`src/sv/utf8_ngram_tokenizer_core_macros.svh`:
```
// ----------------------------------------------------------------------------
// UTF-8 n-gram tokenizer assertion macros
// Shared concurrent assertion forms, clocked on clk_i, quiet during reset.
// ----------------------------------------------------------------------------
`ifndef UTF8_NGRAM_TOKENIZER_CORE_MACROS_SVH
`define UTF8_NGRAM_TOKENIZER_CORE_MACROS_SVH

// Property that must hold at every edge out of reset
`define UNGT_ASSERT(label, prop, msg) \
  label: assert property (@(posedge clk_i) disable iff (!rst_ni) (prop)) else $error(msg);

// Condition that must hold in the cycle after a trigger
`define UNGT_ASSERT_NEXT(label, ante, cons, msg) \
  label: assert property (@(posedge clk_i) disable iff (!rst_ni) (ante) |=> (cons)) \
    else $error(msg);

`endif

```
`src/sv/ungt_pkg.sv`:
```
// ----------------------------------------------------------------------------
// UTF-8 n-gram tokenizer package
// Widths, record types and byte classification shared by the tokenizer.
// ----------------------------------------------------------------------------
package ungt_pkg;

  localparam int MAX_GRAM    = 8;
  localparam int POS_BITS    = 16;
  // Positions saturate at 2^POS_BITS + 64, so one extra bit is kept
  localparam int POS_W       = POS_BITS + 1;
  localparam int CNT_W       = $clog2(MAX_GRAM + 1);
  localparam int GRAM_W      = 4;
  localparam int BYTE_W      = 8;
  localparam int ORD_W       = 32;
  localparam int TOK_LEN_W   = 6;
  localparam int IN_DATA_W   = ((BYTE_W + ORD_W + 7) / 8) * 8;
  localparam int OUT_FIELD_W = POS_BITS + TOK_LEN_W + ORD_W;
  localparam int OUT_DATA_W  = ((OUT_FIELD_W + 7) / 8) * 8;
  localparam logic [POS_W-1:0] CAP_POS = POS_W'((1 << POS_BITS) + 64);
  localparam logic [GRAM_W-1:0] GRAM_RESET = GRAM_W'(2);

  localparam int OFIFO_DEPTH = 4;
  localparam int OFIFO_PTR_W = $clog2(OFIFO_DEPTH);
  localparam int OFIFO_CNT_W = $clog2(OFIFO_DEPTH + 1);

  typedef enum logic {
    KIND_TOKEN = 1'b0,
    KIND_END   = 1'b1
  } ungt_kind_e;

  typedef struct packed {
    ungt_kind_e            kind;
    logic [POS_BITS-1:0]   start;
    logic [TOK_LEN_W-1:0]  nbytes;
    logic [ORD_W-1:0]      ordinal;
    logic                  last;
  } ungt_rec_t;

  // Records produced by one accepted byte, first one in r0
  typedef struct packed {
    logic [1:0] cnt;
    ungt_rec_t  r0;
    ungt_rec_t  r1;
  } ungt_push_t;

  function automatic logic is_ws(input logic [BYTE_W-1:0] b);
    is_ws = (b == 8'h20) || ((b >= 8'h09) && (b <= 8'h0D));
  endfunction

  // Continuation bytes that follow a lead byte
  function automatic logic [1:0] lead_pend(input logic [BYTE_W-1:0] b);
    if (b < 8'hC0) begin
      lead_pend = 2'd0;
    end else if (b < 8'hE0) begin
      lead_pend = 2'd1;
    end else if (b < 8'hF0) begin
      lead_pend = 2'd2;
    end else if (b < 8'hF8) begin
      lead_pend = 2'd3;
    end else begin
      lead_pend = 2'd0;
    end
  endfunction

endpackage

```
`src/sv/ungt_cell.sv`:
```
// ----------------------------------------------------------------------------
// Window cell
// Holds the start position of one recent code point. Shifts its neighbor's
// value in on each completed code point and passes the gram tap down the row.
// ----------------------------------------------------------------------------
module ungt_cell
  import ungt_pkg::*;
(
  input  logic             clk_i,
  input  logic             rst_ni,
  input  logic             shift_i,
  input  logic [POS_W-1:0] start_i,
  input  logic             sel_i,
  input  logic [POS_W-1:0] tap_i,
  output logic [POS_W-1:0] start_o,
  output logic [POS_W-1:0] tap_o
);

  logic [POS_W-1:0] start_q, start_d;

  // Take the neighbor's start on a shift, else hold
  assign start_d = shift_i ? start_i : start_q;

  // Offer the updated value when this cell is the selected window end
  assign tap_o   = sel_i ? start_d : tap_i;
  assign start_o = start_q;

  always_ff @(posedge clk_i or negedge rst_ni) begin
    if (!rst_ni) begin
      start_q <= '0;
    end else begin
      start_q <= start_d;
    end
  end

endmodule

```
`src/sv/ungt_ofifo.sv`:
```
// ----------------------------------------------------------------------------
// Result queue
// Small queue taking up to two records per cycle while it shows room and handing
// one per cycle to the output stream while the stream is ready.
// ----------------------------------------------------------------------------
`include "utf8_ngram_tokenizer_core_macros.svh"

module ungt_ofifo
  import ungt_pkg::*;
(
  input  logic       clk_i,
  input  logic       rst_ni,
  input  ungt_push_t push_i,
  output logic       room_o,
  output logic       m_valid_o,
  input  logic       m_ready_i,
  output ungt_rec_t  m_rec_o
);

  ungt_rec_t                mem_q [OFIFO_DEPTH];
  logic [OFIFO_PTR_W-1:0]   wr_q, wr_d, rd_q, rd_d;
  logic [OFIFO_CNT_W-1:0]   cnt_q, cnt_d;
  logic                     pop;
  logic                     last_pop;
  logic [OFIFO_PTR_W-1:0]   wr_next;

  assign pop       = m_valid_o && m_ready_i;
  assign m_valid_o = (cnt_q != '0);
  assign m_rec_o   = mem_q[rd_q];
  // Keep space for the two records one byte may cause
  assign room_o    = (cnt_q <= OFIFO_CNT_W'(OFIFO_DEPTH - 2));
  assign wr_next   = wr_q + OFIFO_PTR_W'(1);
  // Final entry leaves with nothing new arriving
  assign last_pop  = pop && (cnt_q == OFIFO_CNT_W'(1)) && (push_i.cnt == 2'd0);

  // Advance pointers and occupancy
  always_comb begin
    wr_d  = wr_q + OFIFO_PTR_W'(push_i.cnt);
    rd_d  = rd_q + OFIFO_PTR_W'(pop);
    cnt_d = cnt_q + OFIFO_CNT_W'(push_i.cnt) - OFIFO_CNT_W'(pop);
  end

  always_ff @(posedge clk_i or negedge rst_ni) begin
    if (!rst_ni) begin
      wr_q  <= '0;
      rd_q  <= '0;
      cnt_q <= '0;
    end else begin
      wr_q  <= wr_d;
      rd_q  <= rd_d;
      cnt_q <= cnt_d;
    end
  end

  // Store new records
  always_ff @(posedge clk_i) begin
    if (push_i.cnt != 2'd0) begin
      mem_q[wr_q] <= push_i.r0;
    end
    if (push_i.cnt == 2'd2) begin
      mem_q[wr_next] <= push_i.r1;
    end
  end

  `UNGT_ASSERT(a_ofifo_cnt_max, cnt_q <= OFIFO_CNT_W'(OFIFO_DEPTH), "queue overfilled")
  `UNGT_ASSERT(a_ofifo_push_room, (push_i.cnt == 2'd0) || room_o, "push without room")
  `UNGT_ASSERT_NEXT(a_ofifo_drain, last_pop, !m_valid_o, "queue not empty after last pop")

endmodule

```
`src/sv/utf8_ngram_tokenizer_core.sv`:
```
// ----------------------------------------------------------------------------
// UTF-8 n-gram tokenizer core
// Frames UTF-8 code points from a byte stream and emits every whitespace-free
// window of gram_size code points as a token, plus an end record per text.
// ----------------------------------------------------------------------------
// Output: a result is written into the result queue when its byte is accepted
//   and presented on the master side from there; queued results drain one per cycle while m_axis_tready_i is high.
// Throughput: one byte per cycle while the result queue has room; a byte that
//   yields both a token and an end record pushes both records at once into the
//   four-entry result queue.
// Reset: rst_ni clears the window, counters, ordinal and queue; gram_size = 2.
`include "utf8_ngram_tokenizer_core_macros.svh"

module utf8_ngram_tokenizer_core
  import ungt_pkg::*;
(
  input  logic                  clk_i,
  input  logic                  rst_ni,
  // config register gram_size
  input  logic                  cfg_we_i,
  input  logic [GRAM_W-1:0]     cfg_wdata_i,
  // input byte stream
  input  logic                  s_axis_tvalid_i,
  output logic                  s_axis_tready_o,
  input  logic [IN_DATA_W-1:0]  s_axis_tdata_i,   // text_byte, start_ordinal
  input  logic                  s_axis_tuser_i,   // first_byte
  input  logic                  s_axis_tlast_i,   // last_byte
  // result stream
  output logic                  m_axis_tvalid_o,
  input  logic                  m_axis_tready_i,
  output logic [OUT_DATA_W-1:0] m_axis_tdata_o,   // start_pos, token_bytes, ordinal
  output logic                  m_axis_tuser_o,   // record_kind
  output logic                  m_axis_tlast_o    // last_of_run
);

  logic [GRAM_W-1:0] gram_q;
  logic [CNT_W-1:0]  run_q, run_d;
  logic [POS_W-1:0]  pos_q, pos_d;
  logic [POS_W-1:0]  cps_q, cps_d;
  logic [1:0]        pend_q, pend_d;
  logic [ORD_W-1:0]  ord_q, ord_d;

  logic              acc;
  logic [BYTE_W-1:0] text_byte;
  logic [ORD_W-1:0]  start_ord;
  logic [CNT_W-1:0]  g_eff;
  logic [CNT_W-1:0]  run_base, run_inc;
  logic [POS_W-1:0]  pos_base, pos_inc;
  logic [1:0]        pend_base;
  logic [ORD_W-1:0]  ord_base, ord_after;
  logic              complete, tok;
  logic [POS_W-1:0]  win_end, span;
  logic              room;
  logic              state_idle;
  ungt_push_t        push;
  ungt_rec_t         out_rec;

  logic [MAX_GRAM-1:0] sel;
  logic [POS_W-1:0]    cell_start [MAX_GRAM];
  logic [POS_W-1:0]    cell_tap   [MAX_GRAM];

  assign text_byte       = s_axis_tdata_i[BYTE_W-1:0];
  assign start_ord       = s_axis_tdata_i[BYTE_W+ORD_W-1:BYTE_W];
  assign s_axis_tready_o = room;
  assign acc             = s_axis_tvalid_i && room;

  // Clamp the gram size into 1..MAX_GRAM
  always_comb begin
    if (gram_q == '0) begin
      g_eff = CNT_W'(1);
    end else if ({1'b0, gram_q} > 5'(MAX_GRAM)) begin
      g_eff = CNT_W'(MAX_GRAM);
    end else begin
      g_eff = CNT_W'(gram_q);
    end
  end

  // Frame code points and update the run state
  always_comb begin
    run_base  = s_axis_tuser_i ? '0 : run_q;
    pend_base = s_axis_tuser_i ? 2'd0 : pend_q;
    pos_base  = s_axis_tuser_i ? '0 : pos_q;
    ord_base  = s_axis_tuser_i ? start_ord : ord_q;

    run_d    = run_base;
    pend_d   = pend_base;
    cps_d    = cps_q;
    complete = 1'b0;

    if (pend_base == 2'd0) begin
      if (is_ws(text_byte)) begin
        run_d = '0;
      end else begin
        cps_d  = pos_base;
        pend_d = lead_pend(text_byte);
        complete = (lead_pend(text_byte) == 2'd0);
      end
    end else begin
      pend_d   = pend_base - 2'd1;
      complete = (pend_base == 2'd1);
    end

    run_inc = (run_base < g_eff) ? run_base + CNT_W'(1) : g_eff;
    if (complete) begin
      run_d = run_inc;
    end

    // Emit when the window is full and starts inside the position range
    tok       = complete && (run_inc == g_eff) && !win_end[POS_W-1];
    pos_inc   = pos_base + POS_W'(1);
    span      = pos_inc - win_end;
    ord_after = ord_base + ORD_W'(tok);
    ord_d     = ord_after;
    pos_d     = (pos_base < CAP_POS) ? pos_inc : CAP_POS;

    // Close the text
    if (s_axis_tlast_i) begin
      run_d  = '0;
      pend_d = 2'd0;
      pos_d  = '0;
    end
  end

  // Window cell row, newest code point enters cell 0
  for (genvar i = 0; i < MAX_GRAM; i++) begin : g_cell
    assign sel[i] = (g_eff == CNT_W'(i + 1));
    if (i == 0) begin : g_head
      ungt_cell u_cell (
        .clk_i   (clk_i),
        .rst_ni  (rst_ni),
        .shift_i (acc && complete),
        .start_i (cps_d),
        .sel_i   (sel[i]),
        .tap_i   ('0),
        .start_o (cell_start[i]),
        .tap_o   (cell_tap[i])
      );
    end else begin : g_body
      ungt_cell u_cell (
        .clk_i   (clk_i),
        .rst_ni  (rst_ni),
        .shift_i (acc && complete),
        .start_i (cell_start[i-1]),
        .sel_i   (sel[i]),
        .tap_i   (cell_tap[i-1]),
        .start_o (cell_start[i]),
        .tap_o   (cell_tap[i])
      );
    end
  end
  assign win_end = cell_tap[MAX_GRAM-1];

  // Build the records for the queue
  always_comb begin
    push.r0.kind    = KIND_TOKEN;
    push.r0.start   = win_end[POS_BITS-1:0];
    push.r0.nbytes  = span[TOK_LEN_W-1:0];
    push.r0.ordinal = ord_base;
    push.r0.last    = !s_axis_tlast_i;

    push.r1.kind    = KIND_END;
    push.r1.start   = '0;
    push.r1.nbytes  = '0;
    push.r1.ordinal = ord_after;
    push.r1.last    = 1'b1;

    push.cnt = 2'd0;
    if (acc) begin
      if (tok && s_axis_tlast_i) begin
        push.cnt = 2'd2;
      end else if (tok) begin
        push.cnt = 2'd1;
      end else if (s_axis_tlast_i) begin
        push.cnt = 2'd1;
        push.r0  = push.r1;
      end
    end
  end

  ungt_ofifo u_ofifo (
    .clk_i     (clk_i),
    .rst_ni    (rst_ni),
    .push_i    (push),
    .room_o    (room),
    .m_valid_o (m_axis_tvalid_o),
    .m_ready_i (m_axis_tready_i),
    .m_rec_o   (out_rec)
  );

  assign m_axis_tdata_o = OUT_DATA_W'({out_rec.ordinal, out_rec.nbytes, out_rec.start});
  assign m_axis_tuser_o = out_rec.kind;
  assign m_axis_tlast_o = out_rec.last;

  // Configuration register
  always_ff @(posedge clk_i or negedge rst_ni) begin
    if (!rst_ni) begin
      gram_q <= GRAM_RESET;
    end else if (cfg_we_i) begin
      gram_q <= cfg_wdata_i;
    end
  end

  // Tokenizer state, advance on each accepted request
  always_ff @(posedge clk_i or negedge rst_ni) begin
    if (!rst_ni) begin
      run_q  <= '0;
      pos_q  <= '0;
      cps_q  <= '0;
      pend_q <= 2'd0;
      ord_q  <= '0;
    end else if (acc) begin
      run_q  <= run_d;
      pos_q  <= pos_d;
      cps_q  <= cps_d;
      pend_q <= pend_d;
      ord_q  <= ord_d;
    end
  end

  // Text state back at its start values
  assign state_idle = (pos_q == '0) && (pend_q == 2'd0) && (run_q == '0);

  `UNGT_ASSERT(a_run_max, run_q <= CNT_W'(MAX_GRAM), "run count above maximum gram size")
  `UNGT_ASSERT(a_pos_cap, pos_q <= CAP_POS, "byte position beyond saturation point")
  `UNGT_ASSERT_NEXT(a_last_clears, acc && s_axis_tlast_i, state_idle, "text state kept")

endmodule
```
`config.mk`:
```
export PLATFORM = sky130hd
export DESIGN_NAME = utf8_ngram_tokenizer_core
export DESIGN_NICKNAME = d
export VERILOG_FILES = /design/src/sv/ungt_pkg.sv /design/src/sv/ungt_cell.sv /design/src/sv/ungt_ofifo.sv /design/src/sv/utf8_ngram_tokenizer_core.sv
export VERILOG_INCLUDE_DIRS = /design/src /design/src/sv
export SDC_FILE = /design/constraint.sdc
export NUM_CORES = 1
export LEC_CHECK = 0
export BUFFER_PORTS_ARGS = -buffer_cell sky130_fd_sc_hd__buf_2
export CORE_ASPECT_RATIO = 0.5
export CORE_MARGIN = 10
export CORE_UTILIZATION = 62
export DETAILED_ROUTE_END_ITERATION = 16
export PLACE_DENSITY = 0.8
export SYNTH_ARGS = -nofsm -noshare
export SYNTH_HDL_FRONTEND = slang
export SYNTH_SLANG_ARGS = --single-unit
```
`constraint.sdc`:
```
create_clock -name clk_i -period 7.3 [get_ports clk_i]
set_input_delay 0.73 -clock clk_i [delete_from_list [all_inputs] [get_ports clk_i]]
set_output_delay 0.73 -clock clk_i [all_outputs]
set_load 0.01 [all_outputs]
```
## Word-level counts from Yosys, hierarchy flattened

Memories as Yosys holds them, arrays and structs flattened.
Cells that the tools add are included.

- RAM bits: 224
- Flip-flop bits (word level): 219
- Memories: 1

- Reductions and logical operators: 15
- $lt $le $gt $ge: 10
- Equal/unequal tests: 12
- Add/subtract/negate cells: 10
- Multiplexer cells: 52

Memories:

| name | words | width | read ports | clocked after memory_dff | write ports | line | RTL |
|---|---|---|---|---|---|---|---|
| u_ofifo.mem_q | 4 | 56 | 1 | 0 | 2 | ungt_ofifo.sv:20 | `ungt_rec_t mem_q [OFIFO_DEPTH];` |

Operator list:

| operator | count |
|---|---|
| 17-bit two-way mux | 21 |
| 56-bit two-way mux | 2 |
| 58-bit two-way mux | 1 |
| 57-bit two-way mux | 1 |
| 32-bit by 1-bit adder with 32-bit output | 1 |
| 8-bit < comparator, second input constant | 4 |
| 32-bit two-way mux | 1 |
| 4-bit two-way mux | 8 |
| 2-bit two-way mux | 11 |
| 17-bit by 1-bit adder with 17-bit output, second input constant | 1 |
| 17-bit < comparator, second input constant | 1 |
| 4-bit by 3-bit == test with 1-bit output, second input constant | 4 |
| 4-bit by 2-bit == test with 1-bit output, second input constant | 2 |
| 8-bit by 6-bit == test with 1-bit output, second input constant | 1 |
| 8-bit by 4-bit greater-or-equal comparator with 1-bit output, second input constant | 1 |
| 8-bit by 4-bit <= comparator with 1-bit output, second input constant | 1 |
| 1-bit logical AND | 7 |
| 1-bit two-way mux | 7 |
| 6-bit subtractor | 1 |
| 4-bit by 1-bit adder with 4-bit output, second input constant | 1 |
| 4-bit by 1-bit == test with 1-bit output, second input constant | 1 |
| 4-bit == test | 1 |
| 4-bit == test, second input constant | 1 |
| 4-bit greater-than comparator, second input constant | 1 |
| 16 further kinds | 18 |

## Depth between registers and ports, before layout

- Word-level depth: 30
- Mapped depth: 29
- Depth with buffers taken out: 21

## Cells and area by module

A second synthesis with hierarchy kept.

- Cell total of the unflattened synthesis: 1796
- Area total of the unflattened synthesis: 25286.8 um^2

Modules (own cells, without submodules):

| module | sequential area each (um^2) | area an instance (um^2) | cells an instance | instances |
|---|---|---|---|---|
| ungt_ofifo | 6901.6 | 11348.4 | 582 | 1 |
| ungt_cell | 425.4 | 924.6 | 55 | 8 |
| utf8_ngram_tokenizer_core | 1903.1 | 6541.3 | 774 | 1 |

## Worst setup path before layout

OpenSTA, ideal clock, no wires.

- Path type: input port to flip-flop
- Start point: in s_axis_tuser_i
- End point: mem u_ofifo.mem_q[0][25] in the netlist's numbering (data pin)
- Buffers on the path: 7
- Arrival time: 6.204 ns
- Setup slack: 0.813 ns
- Stages: 26
- Path through: buf_2 -> buf_4 -> buf_2 -> clkbuf_1 -> buf_1 -> clkbuf_1 -> clkbuf_1 -> nor2_1 -> ha_1 -> and3_1 -> a21boi_0 -> a221oi_1 -> o221ai_1 -> a21o_1 -> inv_1 -> ha_1 -> ha_1 -> inv_1 -> a21oi_1 -> nor3b_2 -> and2_1 -> nand2_1 -> nor2_1 -> nand2_1 -> xnor2_1 -> o22ai_1

RTL lines:

| what | line | RTL |
|---|---|---|
| start, declared | utf8_ngram_tokenizer_core.sv:26 | `input logic s_axis_tuser_i,` |
| end, declared | ungt_ofifo.sv:20 |  |

==> results.cfg <==
[outcome]
run_status = finished, final reports clean

[grt]
global_route.usage.total = 0.280
grt_pass1_wl_um = 100000
grt_antenna_before_repair = 0
grt_start_max_net_pins = 98
vias_in_the_first_global_route = 18100
overflow = 0

[critical_path]
crit_path_max_incr_delay_ns = 0.95
reg2reg_to = u_ofifo.mem_q[3][29]$_DFFE_PP_
critical_path_depth = 16
critPathArrivalTime_ns = 6.50
timing.critical_path.required_ns = 7.67
critPathMaxFanout = 17
reg2reg_setup_slack_ns = 1.17
worst_path_max_delay_cell = o211ai_2
worst-path-buf-inv = 2
timing.critical_path.cells = nor2b_1 > inv_1 > ha_1 > a21o_1 > a21oi_1 > a21boi_0 > a221oi_1 > o221ai_1 > a21o_1 > inv_1 > ha_1 > nor3b_1 > nand2_2 > o211ai_2 > nand2_1 > a221oi_1
critical_path_class = reg2reg
crit-reg2reg-launch = gram_q[2]$_DFFE_PN0P_
startpoint_class_of_the_critical_path = flop
cp_top_family = compound AO/OA/AOI/OAI gates
endpoint_type_of_the_worst_setup_path = flop
r2r.worst_path.cells = 16

[synth]
synth_cell_types = 94
synth_sequential_area_ratio = 0.502
synth_area_per_cell_um2 = 10.1
synth_register_bits = 443
top_cell_type_by_total_area_after_synthesis = dfrtp_1
ys.flop_type = dfrtp_1
ys_top_cells_by_area = dfrtp_1 (24%), edfxtp_1 (17%), dfxtp_1 (8.6%)
synth.yosys.warnings = 0
synth_edf_count = 128
async_reset_ff_frac = 0.494
mappedNetlistArea_um2 = 22400
netlist.area_leader.share = 0.243
synth_cells = 2209

[cts]
post-cts-setup-buffers = 0
clock_sinks = 443
cts_hold_buffers = 0
cts-buffers-inserted = 40
clkLatencyLatePin_ns = 0.56
resized_cells_post_cts = 0
max-clock-path-buffers = 3
cts_tree = done
cts.reportedPaths.clkPinSlew_ns = 0.07
cts_max_level = 2
cts_root_buffer = clkbuf_16

[floorplan]
io_pins = 111
starting_density = 0.626
die-width_um = 289
dieHeight_um = 154
fp-row-count = 49
core_area_um2 = 35800
design.die.area_um2 = 44600

[timing]
final.setup_skew_ns = 0.0265
min_period_over_period = 0.840
finalSetupViolations = 0
worst_slew_pin_slew_ns = 1.14
setup_tns_ns = 0
max-slew-margin-rel = 0.235
fin_crit_ns = 6.13
hold_viol_final = 0
worst_hold_slack_ns = 0.188
fmax_mhz = 163
timing.final.max_slew_violations = 0
setup_repair_after_global_routing_missed_its_margin = no

[power]
power.leakage_nw = 10.2
fin_total_pwr_w = 0.00858
cellPowerDensity_nw_per_um2 = 347
irDropWorstVdd_v = 0.000196

[drt]
postRouteAntennaNets = 0
first_iter_violations = 2336
drt-pass1-iter-count = 6
drc = 0
wl_um = 64100
avgRoutedWirePerCell_um = 23.1
detail_route.vias_per_cell = 6.68
routed-via-count = 18600

[placement]
number_of_buffers_added_on_ports = 108
place_inst = 2705
gp_routability_congestion = 0.864
dp.final_hpwl_um = 40000

[final_layout]
mostFrequentLayoutCell = nand2_1
layout_common_cells = nand2_1 (491), dfrtp_1 (216), o21ai_0 (152)
fillCellCount = 2647
insertedDiodeCount = 0
post_route_cells_drive_above_1_share = 0.163
fin_nets = 2336
area_delta_synth_final_pct = 10.5
final_cell_count_no_fill = 2779

[worst_hold_path]
hold_class = in2async

[run]
max_cap_viols = 0
## synthesized netlist by cell type, types with 17 or more instances
library cell  instances
a211oi_1             45
a21oi_1              83
a221oi_1             47
a22o_1               33
a31oi_1              19
and2_1               18
and3_1               20
buf_1                17
buf_2                28
clkbuf_1             93
dfrtp_1             218
dfxtp_1              96
edfxtp_1            128
ha_1                 20
inv_1                37
mux2_2               44
mux2i_1              43
mux4_2               56
nand2_1             492
nand2b_1             31
nand3_1              37
nor2_1               93
nor2b_1              24
nor3_1               23
o21ai_0             153
o221ai_1             19
o22ai_1              48
o31ai_1              24
xnor2_1              19
## area by class of cell
class                           count  area [µm²]  share of cell area
Sequential cell                   443       11300               0.454
Multi-Input combinational cell   1581       10400               0.421
Timing Repair Buffer              160         943              0.0381
Clock buffer                       56        1210              0.0487
Inverter                           37         139             0.00561
Tap cell                          484         606              0.0245
Clock inverter                     18         196             0.00793
## report_power, final
group / switching [W] / internal (W)
clock: 0.000975 / 0.00127
sequential: 0.000330 / 0.00307
combinational: 0.00182 / 0.00112
total: 0.00312 / 0.00546
## stage by stage
stage / area [µm²] / setup WS (ns) / util
after floorplan: 22400 / 0.813 / -
after global placement: 23400 / 1.43 / 0.653
after detailed placement: 23400 / 1.23 / 0.653
after CTS: 24800 / 1.38 / 0.692
after global routing: 24800 / 0.747 / 0.692
final: 24800 / 1.17 / 0.692
## flip-flops by register name (all words and copies together), names as in the netlist
| register | flops |
|---|---|
| u_ofifo.cnt_q | 3 |
| ord_q | 32 |
| cps_q | 17 |
| gram_q | 4 |
| u_ofifo.mem_q | 224 |
| u_ofifo.wr_q | 2 |
| g_cell.g_body.u_cell.start_o | 119 |
| g_cell.g_head.u_cell.start_o | 17 |
| pos_q | 17 |
| pend_q | 2 |
| run_q | 4 |
| u_ofifo.rd_q | 2 |
## worst max path at each step
stage                                     end  slack (ns)             startpoint
6_report       u_ofifo.mem_q[3][29]$_DFFE_PP_        1.17  gram_q[2]$_DFFE_PN0P_
5_1_grt        u_ofifo.mem_q[1][29]$_DFFE_PP_        0.75  gram_q[2]$_DFFE_PN0P_
4_1_cts        u_ofifo.mem_q[1][22]$_DFFE_PP_        1.38  gram_q[2]$_DFFE_PN0P_
3_5_place_dp   u_ofifo.mem_q[3][29]$_DFFE_PP_        1.23         s_axis_tuser_i
3_3_place_gp   u_ofifo.mem_q[1][29]$_DFFE_PP_        1.43         s_axis_tuser_i
2_1_floorplan  u_ofifo.mem_q[0][25]$_DFFE_PP_        0.81         s_axis_tuser_i
## logic make-up (layout without fill, tap and decap cells)
family,Yosys count,in the layout,share of synthesized area
other cells,1,2,0.000167
compound gates,601,601,0.187
flops,443,443,0.502
buf+inv,186,271,0.0349
simple gates,778,778,0.151
fa+ha+maj,22,22,0.0130
mux,145,145,0.0993
xor+xnor,33,33,0.0129
## per-layer routing
metal	up-vias	track usage	wire length, µm
li1	8232	-	-
met1	8948	0.374	25200
met2	1166	0.442	29700
met3	227	0.0554	6680
met4	0	0.117	2530
met5	-	0	0
No activity file was read; power rests on OpenSTA's default activity.
